<file path="src/hdl/spsn_pkg.sv">
// Package for the serial port state notifier.
// Holds the telnet codes, the item kind codes and the frame job type.
// Has no dependencies; every other file of the block but spsn_if uses it.
`default_nettype none

package spsn_pkg;

  localparam logic [7:0] OPTION_CODE = 8'd44;

  localparam logic [7:0] TEL_IAC = 8'd255;
  localparam logic [7:0] TEL_SB  = 8'd250;
  localparam logic [7:0] TEL_SE  = 8'd240;

  localparam logic [7:0] CODE_LINE_NOTIFY  = 8'd106;
  localparam logic [7:0] CODE_MODEM_NOTIFY = 8'd107;
  localparam logic [7:0] CODE_LINE_MASK    = 8'd110;
  localparam logic [7:0] CODE_MODEM_MASK   = 8'd111;

  localparam logic [1:0] KIND_POLL      = 2'd0;
  localparam logic [1:0] KIND_SET_LINE  = 2'd1;
  localparam logic [1:0] KIND_SET_MODEM = 2'd2;

  localparam int unsigned FIFO_DEPTH = 4;
  localparam int unsigned FIFO_AW    = $clog2(FIFO_DEPTH);

  // One or two frames (a mask echo or notify frames) caused by one transaction.
  typedef struct packed {
    logic       two;
    logic [7:0] code0;
    logic [7:0] data0;
    logic [7:0] code1;
    logic [7:0] data1;
  } job_t;

endpackage

`default_nettype wire

</file>
<file path="src/hdl/spsn_if.sv">
// Channel interfaces of the serial port state notifier.
// Depends on nothing; used by the top level and the testbench.
`default_nettype none

interface spsn_in_if;
  logic       valid;
  logic       ready;
  logic [1:0] kind;
  logic [7:0] mask_value;
  logic       carrier_detect;
  logic       ring_indicator;
  logic       data_set_ready;
  logic       clear_to_send;
  logic       overrun_seen;
  logic       parity_seen;
  logic       framing_seen;
  logic       break_seen;

  modport source (
    output valid, kind, mask_value, carrier_detect, ring_indicator,
           data_set_ready, clear_to_send, overrun_seen, parity_seen,
           framing_seen, break_seen,
    input  ready
  );
  modport sink (
    input  valid, kind, mask_value, carrier_detect, ring_indicator,
           data_set_ready, clear_to_send, overrun_seen, parity_seen,
           framing_seen, break_seen,
    output ready
  );
endinterface

interface spsn_out_if;
  logic       valid;
  logic       ready;
  logic [7:0] out_byte;
  logic       last_byte;

  modport source (output valid, out_byte, last_byte, input ready);
  modport sink (input valid, out_byte, last_byte, output ready);
endinterface

`default_nettype wire

</file>
<file path="src/hdl/spsn_front.sv">
// Front end: accepts transactions, keeps the notifier state and builds frame jobs.
// Depends on spsn_pkg.
`default_nettype none

module spsn_front (
  input  wire logic              clk_i,
  input  wire logic              rst_ni,
  input  wire logic              in_valid_i,
  output logic                   in_ready_o,
  input  wire logic [1:0]        kind_i,
  input  wire logic [7:0]        mask_value_i,
  input  wire logic [3:0]        levels_i,
  input  wire logic [3:0]        errors_i,
  output logic                   push_o,
  input  wire logic              push_ready_i,
  output spsn_pkg::job_t         job_o
);

  logic [7:0] modem_prev_q, modem_prev_d;
  logic [7:0] line_prev_q, line_prev_d;
  logic [7:0] line_mask_q, line_mask_d;
  logic [7:0] modem_mask_q, modem_mask_d;
  logic       line_ref_q, line_ref_d;
  logic       modem_ref_q, modem_ref_d;
  logic [3:0] pend_q, pend_d;

  logic       accept;
  logic [3:0] pend;
  logic [7:0] ms, ms_m, ls, ls_m;
  logic       send_modem, send_line, send_mask;
  logic [7:0] mask_code;

  assign in_ready_o = push_ready_i;
  assign accept     = in_valid_i && in_ready_o;
  assign pend       = pend_q | errors_i;

  always_comb begin
    ms   = {levels_i, levels_i ^ modem_prev_q[7:4]};
    ms_m = ms & modem_mask_q;
    ls   = {3'b000, pend, 1'b0};
    ls_m = ls & line_mask_q;

    modem_prev_d = modem_prev_q;
    line_prev_d  = line_prev_q;
    line_mask_d  = line_mask_q;
    modem_mask_d = modem_mask_q;
    line_ref_d   = line_ref_q;
    modem_ref_d  = modem_ref_q;
    pend_d       = pend;
    send_modem   = 1'b0;
    send_line    = 1'b0;
    send_mask    = 1'b0;
    mask_code    = spsn_pkg::CODE_LINE_MASK;

    unique case (kind_i)
      spsn_pkg::KIND_POLL: begin
        if (modem_mask_q != 8'h00) begin
          modem_prev_d = ms;
          if ((ms[3:0] != 4'h0 || modem_ref_q) && (ms_m != 8'h00 || modem_ref_q)) begin
            send_modem  = 1'b1;
            modem_ref_d = 1'b0;
          end
        end
        if (line_mask_q != 8'h00) begin
          pend_d      = 4'h0;
          line_prev_d = ls;
          if ((ls != line_prev_q || line_ref_q) && (ls_m != 8'h00 || line_ref_q)) begin
            send_line  = 1'b1;
            line_ref_d = 1'b0;
          end
        end
      end
      spsn_pkg::KIND_SET_LINE: begin
        if (line_mask_q != mask_value_i) begin
          line_ref_d = 1'b1;
        end
        line_mask_d = mask_value_i;
        send_mask   = 1'b1;
        mask_code   = spsn_pkg::CODE_LINE_MASK;
      end
      spsn_pkg::KIND_SET_MODEM: begin
        if (modem_mask_q != mask_value_i) begin
          modem_ref_d = 1'b1;
        end
        modem_mask_d = mask_value_i;
        send_mask    = 1'b1;
        mask_code    = spsn_pkg::CODE_MODEM_MASK;
      end
      default: begin
      end
    endcase
  end

  always_comb begin
    job_o.two   = send_modem && send_line;
    job_o.code1 = spsn_pkg::CODE_LINE_NOTIFY;
    job_o.data1 = ls_m;
    if (send_mask) begin
      job_o.code0 = mask_code;
      job_o.data0 = mask_value_i;
    end else if (send_modem) begin
      job_o.code0 = spsn_pkg::CODE_MODEM_NOTIFY;
      job_o.data0 = ms_m;
    end else begin
      job_o.code0 = spsn_pkg::CODE_LINE_NOTIFY;
      job_o.data0 = ls_m;
    end
  end

  assign push_o = accept && (send_mask || send_modem || send_line);

  always_ff @(posedge clk_i or negedge rst_ni) begin
    if (!rst_ni) begin
      modem_prev_q <= 8'h00;
      line_prev_q  <= 8'h00;
      line_mask_q  <= 8'h00;
      modem_mask_q <= 8'hFF;
      line_ref_q   <= 1'b0;
      modem_ref_q  <= 1'b1;
      pend_q       <= 4'h0;
    end else if (accept) begin
      modem_prev_q <= modem_prev_d;
      line_prev_q  <= line_prev_d;
      line_mask_q  <= line_mask_d;
      modem_mask_q <= modem_mask_d;
      line_ref_q   <= line_ref_d;
      modem_ref_q  <= modem_ref_d;
      pend_q       <= pend_d;
    end
  end

  // A mask request always produces an echo frame.
  a_mask_echo: assert property (@(posedge clk_i) disable iff (!rst_ni)
    (accept && (kind_i == spsn_pkg::KIND_SET_LINE || kind_i == spsn_pkg::KIND_SET_MODEM))
    |-> (push_o && !job_o.two))
    else $error("mask request without echo frame");

endmodule

`default_nettype wire

</file>
<file path="src/hdl/spsn_fifo.sv">
// Short job queue between the front and back ends, held in flip-flops.
// Depends on spsn_pkg.
`default_nettype none

module spsn_fifo (
  input  wire logic           clk_i,
  input  wire logic           rst_ni,
  input  wire logic           push_i,
  output logic                push_ready_o,
  input  wire spsn_pkg::job_t push_data_i,
  output logic                pop_valid_o,
  input  wire logic           pop_i,
  output spsn_pkg::job_t      pop_data_o
);

  localparam logic [spsn_pkg::FIFO_AW:0] FULL_COUNT =
    (spsn_pkg::FIFO_AW + 1)'(spsn_pkg::FIFO_DEPTH);

  spsn_pkg::job_t                 mem_q [spsn_pkg::FIFO_DEPTH];
  logic [spsn_pkg::FIFO_AW-1:0]   wr_ptr_q, rd_ptr_q;
  logic [spsn_pkg::FIFO_AW:0]     count_q, count_d;
  logic                           do_push, do_pop;

  assign push_ready_o = count_q != FULL_COUNT;
  assign pop_valid_o  = count_q != '0;
  assign do_push      = push_i && push_ready_o;
  assign do_pop       = pop_i && pop_valid_o;
  assign pop_data_o   = mem_q[rd_ptr_q];

  always_comb begin
    count_d = count_q;
    priority if (do_push && !do_pop) begin
      count_d = count_q + 1'b1;
    end else if (do_pop && !do_push) begin
      count_d = count_q - 1'b1;
    end else begin
      count_d = count_q;
    end
  end

  always_ff @(posedge clk_i) begin
    if (do_push) begin
      mem_q[wr_ptr_q] <= push_data_i;
    end
  end

  always_ff @(posedge clk_i or negedge rst_ni) begin
    if (!rst_ni) begin
      wr_ptr_q <= '0;
      rd_ptr_q <= '0;
      count_q  <= '0;
    end else begin
      if (do_push) begin
        wr_ptr_q <= wr_ptr_q + 1'b1;
      end
      if (do_pop) begin
        rd_ptr_q <= rd_ptr_q + 1'b1;
      end
      count_q <= count_d;
    end
  end

  a_count_ptrs: assert property (@(posedge clk_i) disable iff (!rst_ni)
    (count_q != FULL_COUNT && count_q != '0)
    |-> (wr_ptr_q - rd_ptr_q) == count_q[spsn_pkg::FIFO_AW-1:0])
    else $error("queue pointers disagree with count");

endmodule

`default_nettype wire

</file>
<file path="src/hdl/spsn_back.sv">
// Back end: takes frame jobs from the queue and sends them byte by byte.
// Depends on spsn_pkg.
`default_nettype none

module spsn_back (
  input  wire logic           clk_i,
  input  wire logic           rst_ni,
  input  wire logic           job_valid_i,
  output logic                pop_o,
  input  wire spsn_pkg::job_t job_i,
  output logic                out_valid_o,
  input  wire logic           out_ready_i,
  output logic [7:0]          out_byte_o,
  output logic                last_byte_o
);

  localparam logic [2:0] SLOT_IAC0 = 3'd0;
  localparam logic [2:0] SLOT_SB   = 3'd1;
  localparam logic [2:0] SLOT_OPT  = 3'd2;
  localparam logic [2:0] SLOT_CODE = 3'd3;
  localparam logic [2:0] SLOT_DUP  = 3'd4;
  localparam logic [2:0] SLOT_DATA = 3'd5;
  localparam logic [2:0] SLOT_IAC1 = 3'd6;
  localparam logic [2:0] SLOT_SE   = 3'd7;

  spsn_pkg::job_t job_q;
  logic           cur_valid_q;
  logic           frm_q;
  logic [2:0]     pos_q;
  logic           out_valid_q;
  logic [7:0]     byte_q;
  logic           last_q;

  logic           advance, frame_end, job_end;
  logic [7:0]     code, data, byte_d;

  assign advance   = cur_valid_q && (!out_valid_q || out_ready_i);
  assign frame_end = pos_q == SLOT_SE;
  assign job_end   = frame_end && (frm_q || !job_q.two);
  assign pop_o     = job_valid_i && (!cur_valid_q || (advance && job_end));
  assign code      = frm_q ? job_q.code1 : job_q.code0;
  assign data      = frm_q ? job_q.data1 : job_q.data0;

  always_comb begin
    unique case (pos_q)
      SLOT_IAC0: byte_d = spsn_pkg::TEL_IAC;
      SLOT_SB:   byte_d = spsn_pkg::TEL_SB;
      SLOT_OPT:  byte_d = spsn_pkg::OPTION_CODE;
      SLOT_CODE: byte_d = code;
      SLOT_DUP:  byte_d = spsn_pkg::TEL_IAC;
      SLOT_DATA: byte_d = data;
      SLOT_IAC1: byte_d = spsn_pkg::TEL_IAC;
      SLOT_SE:   byte_d = spsn_pkg::TEL_SE;
      default:   byte_d = spsn_pkg::TEL_SE;
    endcase
  end

  always_ff @(posedge clk_i) begin
    if (pop_o) begin
      job_q <= job_i;
    end
    if (advance) begin
      byte_q <= byte_d;
      last_q <= job_end;
    end
  end

  always_ff @(posedge clk_i or negedge rst_ni) begin
    if (!rst_ni) begin
      cur_valid_q <= 1'b0;
      frm_q       <= 1'b0;
      pos_q       <= SLOT_IAC0;
      out_valid_q <= 1'b0;
    end else begin
      if (advance) begin
        out_valid_q <= 1'b1;
      end else if (out_ready_i) begin
        out_valid_q <= 1'b0;
      end
      if (pop_o) begin
        cur_valid_q <= 1'b1;
        frm_q       <= 1'b0;
        pos_q       <= SLOT_IAC0;
      end else if (advance) begin
        if (job_end) begin
          cur_valid_q <= 1'b0;
        end else if (frame_end) begin
          frm_q <= 1'b1;
          pos_q <= SLOT_IAC0;
        end else if (pos_q == SLOT_CODE && data != spsn_pkg::TEL_IAC) begin
          pos_q <= SLOT_DATA;
        end else begin
          pos_q <= pos_q + 1'b1;
        end
      end
    end
  end

  assign out_valid_o = out_valid_q;
  assign out_byte_o  = byte_q;
  assign last_byte_o = last_q;

  a_last_is_se: assert property (@(posedge clk_i) disable iff (!rst_ni)
    (out_valid_q && last_q) |-> byte_q == spsn_pkg::TEL_SE)
    else $error("final byte of a transaction is not SE");

  a_dup_only_iac: assert property (@(posedge clk_i) disable iff (!rst_ni)
    (cur_valid_q && pos_q == SLOT_DUP) |-> data == spsn_pkg::TEL_IAC)
    else $error("IAC doubled for a data byte other than IAC");

endmodule

`default_nettype wire

</file>
<file path="src/hdl/serial_port_state_notifier_top.sv">
// Top level of the serial port state notifier: front end, job queue, back end.
// Depends on spsn_pkg, spsn_if, spsn_front, spsn_fifo and spsn_back.
//
//   Port    Dir  Role     Payload
//   in_i    in   sink     kind, mask_value, four modem levels, four error pulses
//   out_o   out  source   out_byte, last_byte
//
// The front end accepts one transaction per cycle while the four-entry job queue has room.
// The back end sends one byte per cycle while the output is not stalled: 7 or 8 bytes per frame, up to 16 for a poll.
// Reset sets the notifier state to its start values and empties the queue; no clearing pass follows.
// A stalled output holds the back end only; the front end runs until the queue fills.
`default_nettype none

module serial_port_state_notifier_top (
  input  wire logic   clk_i,
  input  wire logic   rst_ni,
  spsn_in_if.sink     in_i,
  spsn_out_if.source  out_o
);

  logic           push, push_ready, pop, pop_valid;
  spsn_pkg::job_t push_job, pop_job;

  spsn_front u_front (
    .clk_i        (clk_i),
    .rst_ni       (rst_ni),
    .in_valid_i   (in_i.valid),
    .in_ready_o   (in_i.ready),
    .kind_i       (in_i.kind),
    .mask_value_i (in_i.mask_value),
    .levels_i     ({in_i.carrier_detect, in_i.ring_indicator,
                    in_i.data_set_ready, in_i.clear_to_send}),
    .errors_i     ({in_i.break_seen, in_i.framing_seen,
                    in_i.parity_seen, in_i.overrun_seen}),
    .push_o       (push),
    .push_ready_i (push_ready),
    .job_o        (push_job)
  );

  spsn_fifo u_fifo (
    .clk_i        (clk_i),
    .rst_ni       (rst_ni),
    .push_i       (push),
    .push_ready_o (push_ready),
    .push_data_i  (push_job),
    .pop_valid_o  (pop_valid),
    .pop_i        (pop),
    .pop_data_o   (pop_job)
  );

  spsn_back u_back (
    .clk_i       (clk_i),
    .rst_ni      (rst_ni),
    .job_valid_i (pop_valid),
    .pop_o       (pop),
    .job_i       (pop_job),
    .out_valid_o (out_o.valid),
    .out_ready_i (out_o.ready),
    .out_byte_o  (out_o.out_byte),
    .last_byte_o (out_o.last_byte)
  );

endmodule

`default_nettype wire

</file>
<file path="src/flat_wrapper.sv">
// flat-port wrapper written by rule: the top's interface ports become plain ports
module serial_port_state_notifier_top_flat 
  (clk_i, rst_ni, in_i_valid, in_i_kind, in_i_mask_value, in_i_carrier_detect, in_i_ring_indicator, in_i_data_set_ready, in_i_clear_to_send, in_i_overrun_seen, in_i_parity_seen, in_i_framing_seen, in_i_break_seen, in_i_ready, out_o_valid, out_o_out_byte, out_o_last_byte, out_o_ready);
  spsn_in_if in_i_i ();
  spsn_out_if out_o_i ();
  input  wire logic clk_i;
  input  wire logic rst_ni;
  input wire logic [$bits(in_i_i.valid)-1:0] in_i_valid;
  input wire logic [$bits(in_i_i.kind)-1:0] in_i_kind;
  input wire logic [$bits(in_i_i.mask_value)-1:0] in_i_mask_value;
  input wire logic [$bits(in_i_i.carrier_detect)-1:0] in_i_carrier_detect;
  input wire logic [$bits(in_i_i.ring_indicator)-1:0] in_i_ring_indicator;
  input wire logic [$bits(in_i_i.data_set_ready)-1:0] in_i_data_set_ready;
  input wire logic [$bits(in_i_i.clear_to_send)-1:0] in_i_clear_to_send;
  input wire logic [$bits(in_i_i.overrun_seen)-1:0] in_i_overrun_seen;
  input wire logic [$bits(in_i_i.parity_seen)-1:0] in_i_parity_seen;
  input wire logic [$bits(in_i_i.framing_seen)-1:0] in_i_framing_seen;
  input wire logic [$bits(in_i_i.break_seen)-1:0] in_i_break_seen;
  output wire logic [$bits(in_i_i.ready)-1:0] in_i_ready;
  output wire logic [$bits(out_o_i.valid)-1:0] out_o_valid;
  output wire logic [$bits(out_o_i.out_byte)-1:0] out_o_out_byte;
  output wire logic [$bits(out_o_i.last_byte)-1:0] out_o_last_byte;
  input wire logic [$bits(out_o_i.ready)-1:0] out_o_ready;
  assign in_i_i.valid = in_i_valid;
  assign in_i_i.kind = in_i_kind;
  assign in_i_i.mask_value = in_i_mask_value;
  assign in_i_i.carrier_detect = in_i_carrier_detect;
  assign in_i_i.ring_indicator = in_i_ring_indicator;
  assign in_i_i.data_set_ready = in_i_data_set_ready;
  assign in_i_i.clear_to_send = in_i_clear_to_send;
  assign in_i_i.overrun_seen = in_i_overrun_seen;
  assign in_i_i.parity_seen = in_i_parity_seen;
  assign in_i_i.framing_seen = in_i_framing_seen;
  assign in_i_i.break_seen = in_i_break_seen;
  assign in_i_ready = in_i_i.ready;
  assign out_o_valid = out_o_i.valid;
  assign out_o_out_byte = out_o_i.out_byte;
  assign out_o_last_byte = out_o_i.last_byte;
  assign out_o_i.ready = out_o_ready;
  serial_port_state_notifier_top u_core (.clk_i(clk_i), .rst_ni(rst_ni), .in_i(in_i_i), .out_o(out_o_i));
endmodule
</file>
<file path="config.mk">
export PLATFORM = sky130hd
export DESIGN_NAME = serial_port_state_notifier_top_flat
export DESIGN_NICKNAME = d
export VERILOG_FILES = /design/src/hdl/spsn_pkg.sv /design/src/hdl/spsn_if.sv /design/src/hdl/spsn_front.sv /design/src/hdl/spsn_fifo.sv /design/src/hdl/spsn_back.sv /design/src/hdl/serial_port_state_notifier_top.sv /design/src/flat_wrapper.sv
export SDC_FILE = /design/constraint.sdc
export NUM_CORES = 1
export LEC_CHECK = 0
export ABC_AREA = 1
export BUFFER_PORTS_ARGS = -buffer_cell sky130_fd_sc_hd__buf_4
export CORE_UTILIZATION = 35
export CTS_CLUSTER_DIAMETER = 50
export DETAILED_ROUTE_END_ITERATION = 10
export GPL_ROUTABILITY_DRIVEN = 0
export PLACE_DENSITY = 0.54
export SYNTH_ARGS = -nofsm -noshare
export SYNTH_HDL_FRONTEND = slang
export SYNTH_SLANG_ARGS = --single-unit
export TNS_END_PERCENT = 20
</file>
<file path="constraint.sdc">
create_clock -name clk_i -period 2.9 [get_ports clk_i]
set_input_delay 0.29 -clock clk_i [delete_from_list [all_inputs] [get_ports clk_i]]
set_output_delay 0.29 -clock clk_i [all_outputs]
set_load 0.1 [all_outputs]
</file>
-- Word level (Yosys, flattened, before mapping)
Memory sizes are Yosys's and may differ from the RTL's. A register that Yosys moved wholly into a read port is not among the register bits.
Index checks and enable logic that the tools add are counted.
- memories: 1
- register bits after elaboration: 64
- input bits: 22
- word-level logic and storage cells: 143
- bits in writable memories: 100
- mux-type cells: 41
- reduce and logical (&&, ||, !) cells: 54
- bitwise operators: 4
- add/subtract/negate cells: 5
- eq/ne operators: 21
- memories (memory ; depth ; bits a word ; rd ports ; clocked after Yosys merged registers in ; write ports ; RTL line ; source):
    u_core.u_fifo.mem_q ; 4 ; 25 ; 1 ; 1 ; 1 ; spsn_fifo.sv:19 ; spsn_pkg::job_t mem_q [spsn_pkg::FIFO_DEPTH];
- operators with widths (operator ; count):
    8-bit one-hot mux with 6 select lines ; 1
    8-bit nonzero test ; 4
    1-bit 2-to-1 mux ; 25
    3-bit 2-to-1 mux ; 7
    16-bit 2-to-1 mux ; 1
    8-bit 2-to-1 mux ; 2
    8-bit inequality test ; 2
    1-bit logical AND ; 14
    2-bit nonzero test ; 7
    3-bit == test (second input constant) ; 4
    2-bit inequality test (second input constant) ; 6
    5-bit AND reduction ; 2
    1-bit logical OR ; 9
    9-bit 2-to-1 mux ; 1
    3-bit AND reduction ; 3
    5-bit by 8-bit AND with 8-bit output ; 1
    8-bit AND ; 1
    4-bit 2-to-1 mux ; 2
    8-bit inequality test (second input constant) ; 1
    2-bit AND reduction ; 4
    3-bit by 1-bit adder with 3-bit output (second input constant) ; 2
    3-bit by 2-bit == test with 1-bit output (second input constant) ; 2
    1-bit logical NOT ; 5
    2-bit by 1-bit adder with 2-bit output (second input constant) ; 2
    16 further kinds ; 17

-- Logic depth before layout (Yosys ltp)
Gate-level depths: netlist of the first run.
- depth in word-level cells: 16
- gate-level depth with buffers: 17
- depth with buffers taken out: 17

-- By module
From an unflattened synthesis of the first run, not the netlist that was laid out.
- cells, all modules: 938
- area, all modules: 10126.0 um^2
- by module, submodules not included (module ; area each (um^2) ; cells an instance ; sequential area each (um^2) ; times used):
    spsn_fifo ; 5854.4 ; 444 ; 4139.0 ; 1
    spsn_front ; 2223.4 ; 321 ; 762.0 ; 1
    spsn_back ; 2048.2 ; 173 ; 1411.4 ; 1

-- Worst setup path after synthesis of the first run
OpenSTA, ideal clock, no wires.
- kind: register to register
- start point: register u_core.u_back.out_valid_q, in the netlist u_core.u_back.out_valid_o
- end point: register u_core.u_fifo.count_q[1] (netlist name)
- path buffers: 0
- path slack: 0.151 ns
- cell stages (with the launch flop): 11
- arrival time: 2.624 ns
- clock period less this slack: 2.749 ns
- cells stage by stage: dfrtp_1 nand2_1 nand2_1 o21ai_2 inv_2 nor2_4 inv_2 ha_1 inv_1 fa_1 mux2_2
- cells in the longest elaborated chain, start to end: 10
- elaborated cells on any way between the ends: 12
- those cells by class: 1 x mux; 11 x reduce/logical
- RTL lines (item ; RTL line ; source):
    start: declaration ; spsn_back.sv:30 ; logic out_valid_q;
    start signal: assignment ; spsn_back.sv:73 ; out_valid_q <= 1'b0;
    start signal: assignment ; spsn_back.sv:76 ; out_valid_q <= 1'b1;
    start signal: assignment ; spsn_back.sv:78 ; out_valid_q <= 1'b0;
    1-bit logical NOT ; spsn_back.sv:37 ; assign advance = cur_valid_q && (!out_valid_q || out_ready_i);
    1-bit logical OR ; spsn_back.sv:37 ;
    1-bit logical AND ; spsn_back.sv:37 ;
    1-bit logical AND ; spsn_back.sv:40 ; assign pop_o = job_valid_i && (!cur_valid_q || (advance && job_end));
    1-bit logical OR ; spsn_back.sv:40 ;
    1-bit logical AND ; spsn_back.sv:40 ;
    named net u_core.pop ; serial_port_state_notifier_top.sv:21 ; logic push, push_ready, pop, pop_valid;
    1-bit logical AND ; spsn_fifo.sv:27 ; assign do_pop = pop_i && pop_valid_o;
    1-bit logical NOT ; spsn_fifo.sv:32 ; priority if (do_push && !do_pop) begin
    1-bit logical AND ; spsn_fifo.sv:32 ;
    3-bit 2-to-1 mux ; spsn_fifo.sv:32 ;
    named net u_core.u_fifo.count_d, one bit ; spsn_fifo.sv:21 ; logic [spsn_pkg::FIFO_AW:0] count_q, count_d;
    end signal: assignment ; spsn_fifo.sv:59 ; count_q <= count_d;
    end: declaration ; spsn_fifo.sv:21 ;
The timed path passes the listed nets, and every way through them passes these cells.
A chain may end at the register's enable or synchronous reset.

-- Final worst setup path of the first run
- start point: register u_core.u_back.pos_q[0]
- end point: register u_core.u_fifo.count_q[2] (netlist name)
- cells in the longest elaborated chain, start to end: 9
- elaborated cells on any way between the ends: 11
- those cells by class: 1 x eq/ne; 1 x mux; 9 x reduce/logical
- RTL lines (item ; RTL line ; source):
    start: declaration ; spsn_back.sv:29 ; logic [2:0] pos_q;
    start signal: assignment ; spsn_back.sv:93 ; pos_q <= pos_q + 1'b1;
    3-bit == test (*) ; spsn_back.sv:38 ; assign frame_end = pos_q == SLOT_SE;
    1-bit logical AND (*) ; spsn_back.sv:39 ; assign job_end = frame_end && (frm_q || !job_q.two);
    1-bit logical AND (*) ; spsn_back.sv:40 ;
    1-bit logical OR (*) ; spsn_back.sv:40 ;
    1-bit logical AND (*) ; spsn_back.sv:40 ;
    named net u_core.pop ; serial_port_state_notifier_top.sv:21 ;
    1-bit logical AND (*) ; spsn_fifo.sv:27 ;
    1-bit logical NOT ; spsn_fifo.sv:32 ;
    1-bit logical AND ; spsn_fifo.sv:32 ;
    3-bit 2-to-1 mux or 2-bit nonzero test (tied branches) ; n/a ;
The timed path passes the listed nets; every way through them passes the cells marked *.

==> results by group, run 1 <==
Flow run
  – Max cap viols: 0

Power
  – Leak pwr: 2.95 nW
  – PD cells: around 1000 nW/um^2
  – Max VDD drop: 0.000564 V

Timing
  – RSZ-0062 raised after global routing: false
  – Final Hold Fails: 0
  – Total Neg Setup Slack: 0 ns
  – Setup-failing EPs final: 0
  – Final Skew: about 0.007 ns
  – Post-route setup slack: 0.424 ns
  – Worst rel slew slack: 0.551
  – Final min period: 2.48 ns
  – Worst slew pin tran: 0.674 ns
  – Period utilization: 0.854
  – Final Max Tran Viols: 0
  – Fmax: 404 MHz

Worst setup path
  – Critical path buffers and inverters: 3
  – CP delay by family, top: adder cells
  – RR Startpoint: u_core.u_back.pos_q[0]
  – Crit start category: flop
  – Worst R2R End: u_core.u_fifo.count_q[2]
  – WP data required: 3.20 ns
  – WP data arrival: roughly 2.8 ns
  – Levels on crit path: 13
  – Peak per-stage delay on the critical path: around 0.43 ns
  – Element type at the critical path end: flop
  – CP Capture Point: u_core.u_fifo.count_q[2]
  – Crit-path most repeated cell: ha_1
  – CP Launch Point: u_core.u_back.pos_q[0]
  – Crit-path max FO: 6
  – Slowest CP cell: fa_1
  – Worst R2R Setup Slack: 0.42 ns
  – Crit Path Class: flop to flop
  – Register-to-Register Path Depth: 13
  – Worst-path cell chain: ha_1 > ha_1 > nand2_2 > o21ai_2 > inv_2 > nor2_4 > inv_2 > ha_1 > inv_1 > fa_1 > a21oi_1 > o21ai_0 > xnor2_1

Floorplan
  – Initial Utilization: 0.357
  – Top-Level Pins: 33
  – Die footprint: roughly 17,000 sq um
  – DIE HEIGHT: 132 um
  – Die width: 132 um
  – Core Area: 16,500 sq um
  – FP Rows: 47

Yosys
  – Register area share after synthesis: 0.612
  – Synth warnings: 0
  – Synth unique cells: 40
  – Avg Inst Size Synth: between 9 and 10 sq um
  – Synthesized flop and latch total: 127
  – Main synth FF type: edfxtp_1
  – EDFF count, synth: 84
  – Cell area after synthesis: 5900 sq um
  – Asr flop ratio synth: 0.339
  – Syn_nets: approximately 630
  – Mapped Cells: 592

Placed design
  – Dpl cells: 841
  – Input/output buffers: 32
  – Dpl ws: 0.417 ns
  – Hpwl dp: 8640 um

Drt
  – DRC: 0
  – Routed WL per cell: 13.9 um
  – Initial drt markers: 259
  – Drt total wl: 12,100 um
  – DRT Pass-1 Iters: 5
  – Routed Antenna Nets: 0
  – Via count: between 4,000 and 5,000
  – Vias/cell: about 4.7

Clock tree
  – CTS tree: done
  – Post-CTS Resized: 0
  – Inserted Clock Buffers: 17
  – Worst-Skew Late Latency: 0.42 ns
  – Worst-path clk slew: approximately 0.06 ns
  – Max Buffers Root-to-Sink: 2
  – Root buffer cell: clkbuf_16
  – CTS sink count: 127
  – H-tree levels: 4

Finish
  – Cell Count, Final, Fillers Out: 874
  – ANT cells: 0
  – Footprint of the multi-input gates: 1950 sq um
  – Final core utilization: 0.427
  – Fin nets: 678
  – FILL cells: ~1,600
  – Syn-to-layout area delta: 19.4%
  – Commonest non-fill, non-tap cell in the layout: nand2_1
  – Register area: 3610 sq um
  – Share of post-route cells with drive strength above 1: 0.159
  – Most frequent cells in the layout: nand2_1 (114), edfxtp_1 (84), nor2_1 (80)

GRT
  – First-pass GRT wire length: 20,100 um
  – Vias in the first global route: 4,082
  – Largest net degree at the start of global routing: 44
  – GRT Residual Overflow: 0
  – Overall Global Routing Usage: 0.151
  – Antenna violations before repair: 0

Outcome
  – Run status: complete, no violations

Min path
  – Hold WC Path Type: primary input to flop
==> cell type report <==
class,count,share of cell area
clock buffers,19,0.0614
flip-flops and latches,127,0.512
well taps,220,0.0390
inverters,72,0.0383
multi-input cells,379,0.276
repair buffers,44,0.0490
clock inverters,13,0.0241
==> cells by family after synthesis <==
logic type                 count (synthesis)  share of synthesized area
DFF                                      127                      0.612
xor gates and xnor gates                  10                     0.0161
muxes                                      3                    0.00530
AOI/OAI and AO/OA                        107                     0.0992
adders and majority gates                 15                     0.0331
and+or+nand+nor                          244                      0.176
buffers and inverters                     86                     0.0587
==> worst min-delay path by stage <==
stage	endpoint	depth (start not counted)	start
5_1_grt	u_core.u_back.out_valid_o	4	out_o_ready
4_1_cts	u_core.u_back.out_valid_o	4	out_o_ready
6_report	u_core.u_back.out_valid_o	4	out_o_ready
2_1_floorplan	u_core.u_back.cur_valid_q	0	rst_ni
3_3_place_gp	u_core.u_back.out_valid_o	1	rst_ni
3_5_place_dp	u_core.u_back.pos_q[1]	1	rst_ni
==> worst min-delay path, stage by stage <==
cell     delay (ns)
buf_4          0.08
inv_1          0.03
nand2_1        0.06
nand2_1        0.05
==> flip-flops by register name, indices dropped and copies added (netlist names) <==
| register | cells |
|---|---|
| u_core.u_front.line_mask_q | 8 |
| u_core.u_fifo.rd_ptr_q | 2 |
| u_core.u_front.modem_mask_q | 8 |
| u_core.u_fifo.count_q | 3 |
| u_core.u_fifo.wr_ptr_q | 2 |
| u_core.u_fifo.mem_q | 60 |
| u_core.u_back.cur_valid_q | 1 |
| u_core.u_back.job_q | 15 |
| u_core.u_back.frm_q | 1 |
| u_core.u_front.pend_q | 4 |
| u_core.u_front.line_prev_q | 4 |
| u_core.u_front.line_ref_q | 1 |
| u_core.u_back.pos_q | 3 |
| u_core.u_front.modem_prev_q | 4 |
| u_core.u_back.last_byte_o | 1 |
| u_core.u_back.out_valid_o | 1 |
| u_core.u_back.out_byte_o | 8 |
| u_core.u_front.modem_ref_q | 1 |
==> cell usage after synthesis, types with 2 or more instances <==
cell / count / area [sq um]
nand2_1: 114 / 428
nand2_4: 3 / 33.8
ha_1: 14 / 175
nand3_1: 30 / 150
o21ai_0: 70 / 350
nor2_4: 2 / 22.5
nor2_1: 80 / 300
buf_4: 2 / 15.0
a21oi_1: 7 / 35.0
inv_1: 65 / 244
edfxtp_1: 84 / 2520
nor3_1: 4 / 20.0
xnor2_1: 7 / 61.3
mux2i_1: 2 / 20.0
o21bai_1: 2 / 15.0
dfstp_2: 9 / 236
nand2_2: 4 / 25.0
o22ai_1: 21 / 131
dfrtp_1: 34 / 851
buf_6: 2 / 22.5
clkbuf_1: 8 / 30.0
nand4_1: 3 / 18.8
xor2_1: 2 / 17.5
inv_2: 7 / 26.3
==> report_power, final <==
group          switching, W  leakage, nW  internal [W]  total, W
logic               0.00161         1.38      0.000748   0.00236
clock network      0.000740        0.299       0.00142   0.00216
registers          0.000314         1.27       0.00255   0.00287
total               0.00267         2.95       0.00472   0.00739
==> through the flow <==
stage	cell area [sq um]	total power, W	hold WS, ns
detailed placement	6440	0.00528	0.323
CTS	7050	0.00747	0.110
floorplan	5900	0.00463	-0.00559
global route	7050	0.00786	0.141
finish	7050	0.00739	0.120
global placement	6440	0.00522	0.322
==> routing by layer <==
| metal | wire length, um | share of wire | vias to the layer above | GRT usage |
|---|---|---|---|---|
| met5 | 0 | 0 | - | 0 |
| met4 | 331 | 0.027 | 0 | 0.0756 |
| met3 | 496 | 0.041 | 29 | 0.0438 |
| met2 | 5860 | 0.48 | 96 | 0.251 |
| met1 | 5440 | 0.45 | 1911 | 0.179 |
| li1 | - | - | 2081 | - |
==> timing repair <==
| item | CTS | global route |
|---|---|---|
| buffers inserted | 0 | 0 |
| hold endpoints to repair | 34 | 0 |
| hold buffers | 1 | 0 |
No activity file was read; power rests on OpenSTA's default activity.
==> run 2, diff against run 1 <==
--- a/config.mk
+++ b/config.mk
@@ -8,6 +8,7 @@
 export ABC_AREA = 1
 export BUFFER_PORTS_ARGS = -buffer_cell sky130_fd_sc_hd__buf_4
 export CORE_UTILIZATION = 35
+export CTS_BUF_LIST = sky130_fd_sc_hd__clkbuf_4 sky130_fd_sc_hd__clkbuf_8
 export CTS_CLUSTER_DIAMETER = 50
 export DETAILED_ROUTE_END_ITERATION = 10
 export GPL_ROUTABILITY_DRIVEN = 0
==> constraint.sdc (replaced) <==
create_clock -name clk_i -period 2.66 [get_ports clk_i]
set_input_delay 0.266 -clock clk_i [delete_from_list [all_inputs] [get_ports clk_i]]
set_output_delay 0.266 -clock clk_i [all_outputs]
set_load 0.1 [all_outputs]
==> results by group, run 2 (same netlist as run 1, synthesis figures left out) <==
Outcome
  – Run status: complete, no violations

Worst setup path
  – Worst-path cell chain: ha_1 > ha_1 > nand2_2 > o21ai_2 > inv_2 > nor2_4 > inv_2 > ha_1 > inv_1 > fa_1 > a21oi_1 > o21ai_0 > xnor2_1
  – WP data required: 2.98 ns
  – Peak per-stage delay on the critical path: 0.44 ns
  – Element type at the critical path end: flop
  – RR Startpoint: u_core.u_back.pos_q[0]
  – Crit-path most repeated cell: ha_1
  – Crit start category: flop
  – WP data arrival: 2.81 ns
  – Slowest CP cell: fa_1
  – Register-to-Register Path Depth: 13
  – Crit Path Class: flop to flop
  – Crit-path max FO: 6
  – Worst R2R Setup Slack: 0.16 ns
  – Worst R2R End: u_core.u_fifo.count_q[2]

GRT
  – Antenna violations before repair: 0
  – Vias in the first global route: 4,124
  – First-pass GRT wire length: 20,000 um
  – Largest net degree at the start of global routing: between 40 and 50
  – GRT Residual Overflow: 0
  – Overall Global Routing Usage: 0.151

Placed design
  – Dpl cells: 838
  – Hpwl dp: 8540 um
  – Dpl ws: 0.171 ns
  – Input/output buffers: 32

Floorplan
  – DIE HEIGHT: 132 um
  – FP Rows: 47
  – Die width: 132 um
  – Core Area: 16,500 sq um
  – Die footprint: between 15,000 and 20,000 sq um
  – Top-Level Pins: 33
  – Initial Utilization: 0.357

Power
  – PnR Total Power: about 0.007 W
  – PD cells: 1060 nW/um^2
  – Max VDD drop: 0.000517 V
  – Leak pwr: 2.83 nW

Timing
  – Period utilization: 0.939
  – Final Skew: between 0.01 and 0.015 ns
  – Fmax: 400 MHz
  – Total Neg Setup Slack: 0 ns
  – Final min period: 2.50 ns
  – Post-route setup slack: 0.161 ns
  – Worst rel slew slack: 0.549
  – Setup-failing EPs final: 0
  – Final Max Tran Viols: 0
  – RSZ-0062 raised after global routing: false
  – Worst slew pin tran: 0.676 ns
  – Final Hold Fails: 0

Min path
  – Worst Hold Launch: out_o_ready
  – Hold-critical path depth: 4
  – Hold WC Path Type: primary input to flop
  – Hold EP: u_core.u_back.out_valid_o

Drt
  – Routed Antenna Nets: 0
  – Via count: 4,054
  – Routed WL per cell: 14.0 um
  – DRT Pass-1 Iters: 5
  – Vias/cell: ~4.7
  – Initial drt markers: 254
  – DRC: 0
  – Drt total wl: between 10,000 and 15,000 um

Clock tree
  – CTS tree: done
  – Max Buffers Root-to-Sink: 2
  – Inserted Clock Buffers: 17
  – H-tree levels: 4
  – Worst-Skew Late Latency: 0.44 ns
  – Worst-path clk slew: 0.07 ns
  – Setup bufs post-CTS: 0
  – CTS sink count: roughly 130
  – Root buffer cell: clkbuf_8

Finish
  – ANT cells: 0
  – Commonest non-fill, non-tap cell in the layout: nand2_1
  – Cell Count, Final, Fillers Out: ~870
  – Share of post-route cells with drive strength above 1: 0.164
  – Most frequent cells in the layout: nand2_1 (114), edfxtp_1 (84), nor2_1 (77)
  – Syn-to-layout area delta: 14.9%
  – FILL cells: 1,633
  – Largest regs: u_core.u_fifo.mem_q (60), u_core.u_back.job_q (15)
  – Biggest register: u_core.u_fifo.mem_q
  – Fin nets: around 680
  – Final core utilization: 0.411
  – Largest register FFs: 60

Flow run
  – Max cap viols: 0
-- run 2: cell count changes in the layout (fill, tap and decap cells not counted), sizes merged --
| cell | before | now |
|---|---|---|
| buf | 43 | 40 |
| bufinv | 4 | 1 |
| clkinv | 9 | 6 |
| clkbuf | 19 | 24 |
| clkinvlp | 0 | 1 |
-- run 2: timing repair --
action	CTS	global route
endpoints found under the setup margin	0	2
endpoints found under the hold margin	34	0
resized for setup	0	3
hold buffers	1	0
-- run 2: worst max-delay path by stage --
stage | startpoint | endpoint
finish | u_core.u_back.pos_q[0] | u_core.u_fifo.count_q[2]
global placement | u_core.u_front.modem_mask_q[3] | u_core.u_fifo.count_q[2]
CTS | u_core.u_back.pos_q[0] | u_core.u_fifo.count_q[2]
floorplan | u_core.u_back.out_valid_o | u_core.u_fifo.count_q[1]
detailed placement | u_core.u_back.pos_q[0] | u_core.u_fifo.count_q[2]
global route | u_core.u_back.pos_q[0] | u_core.u_fifo.count_q[2]
-- run 2: report_power, final --
group | internal [W] | total (W) | switching, W
registers | 0.00278 | 0.00313 | 0.000349
logic | 0.000795 | 0.00255 | 0.00176
clock network | 0.000826 | 0.00152 | 0.000698
-- run 2: worst max-delay path: cells and delay by family, from the launching register on --
kind | cells | cell delay, ns
fa+ha+maj | 4 | 1.13
flops | 1 | 0.42
compound gates | 3 | 0.31
buf+inv | 3 | 0.25
simple gates | 2 | 0.15
xor+xnor | 1 | 0.14
-- run 2: layout make-up --
| class | count | area (sq um) | area share |
|---|---|---|---|
| Multi-Input combinational cell | 379 | 1950 | 0.288 |
| Timing Repair Buffer | 41 | 310 | 0.0457 |
| Tap cell | 220 | 275 | 0.0406 |
| Sequential cell | 127 | 3610 | 0.532 |
| Clock buffer | 24 | 299 | 0.0441 |
| Clock inverter | 8 | 65.1 | 0.00959 |
| Inverter | 72 | 270 | 0.0398 |
-- run 2: per-stage QoR --
stage / cell area (sq um) / hold slack [ns]
6_report: 6780 / 0.0755
5_1_grt: 6780 / 0.0682
4_1_cts: 6780 / 0.0537
3_5_place_dp: 6400 / 0.308
3_3_place_gp: 6400 / 0.301
2_1_floorplan: 5900 / -0.0296
-- run 2: routing by layer --
metal	share of wire	routed length [um]	global-route usage
met5	0	0	0
met4	0.0095	116	0.0646
met3	0.035	423	0.0388
met2	0.51	6250	0.267
met1	0.44	5440	0.172
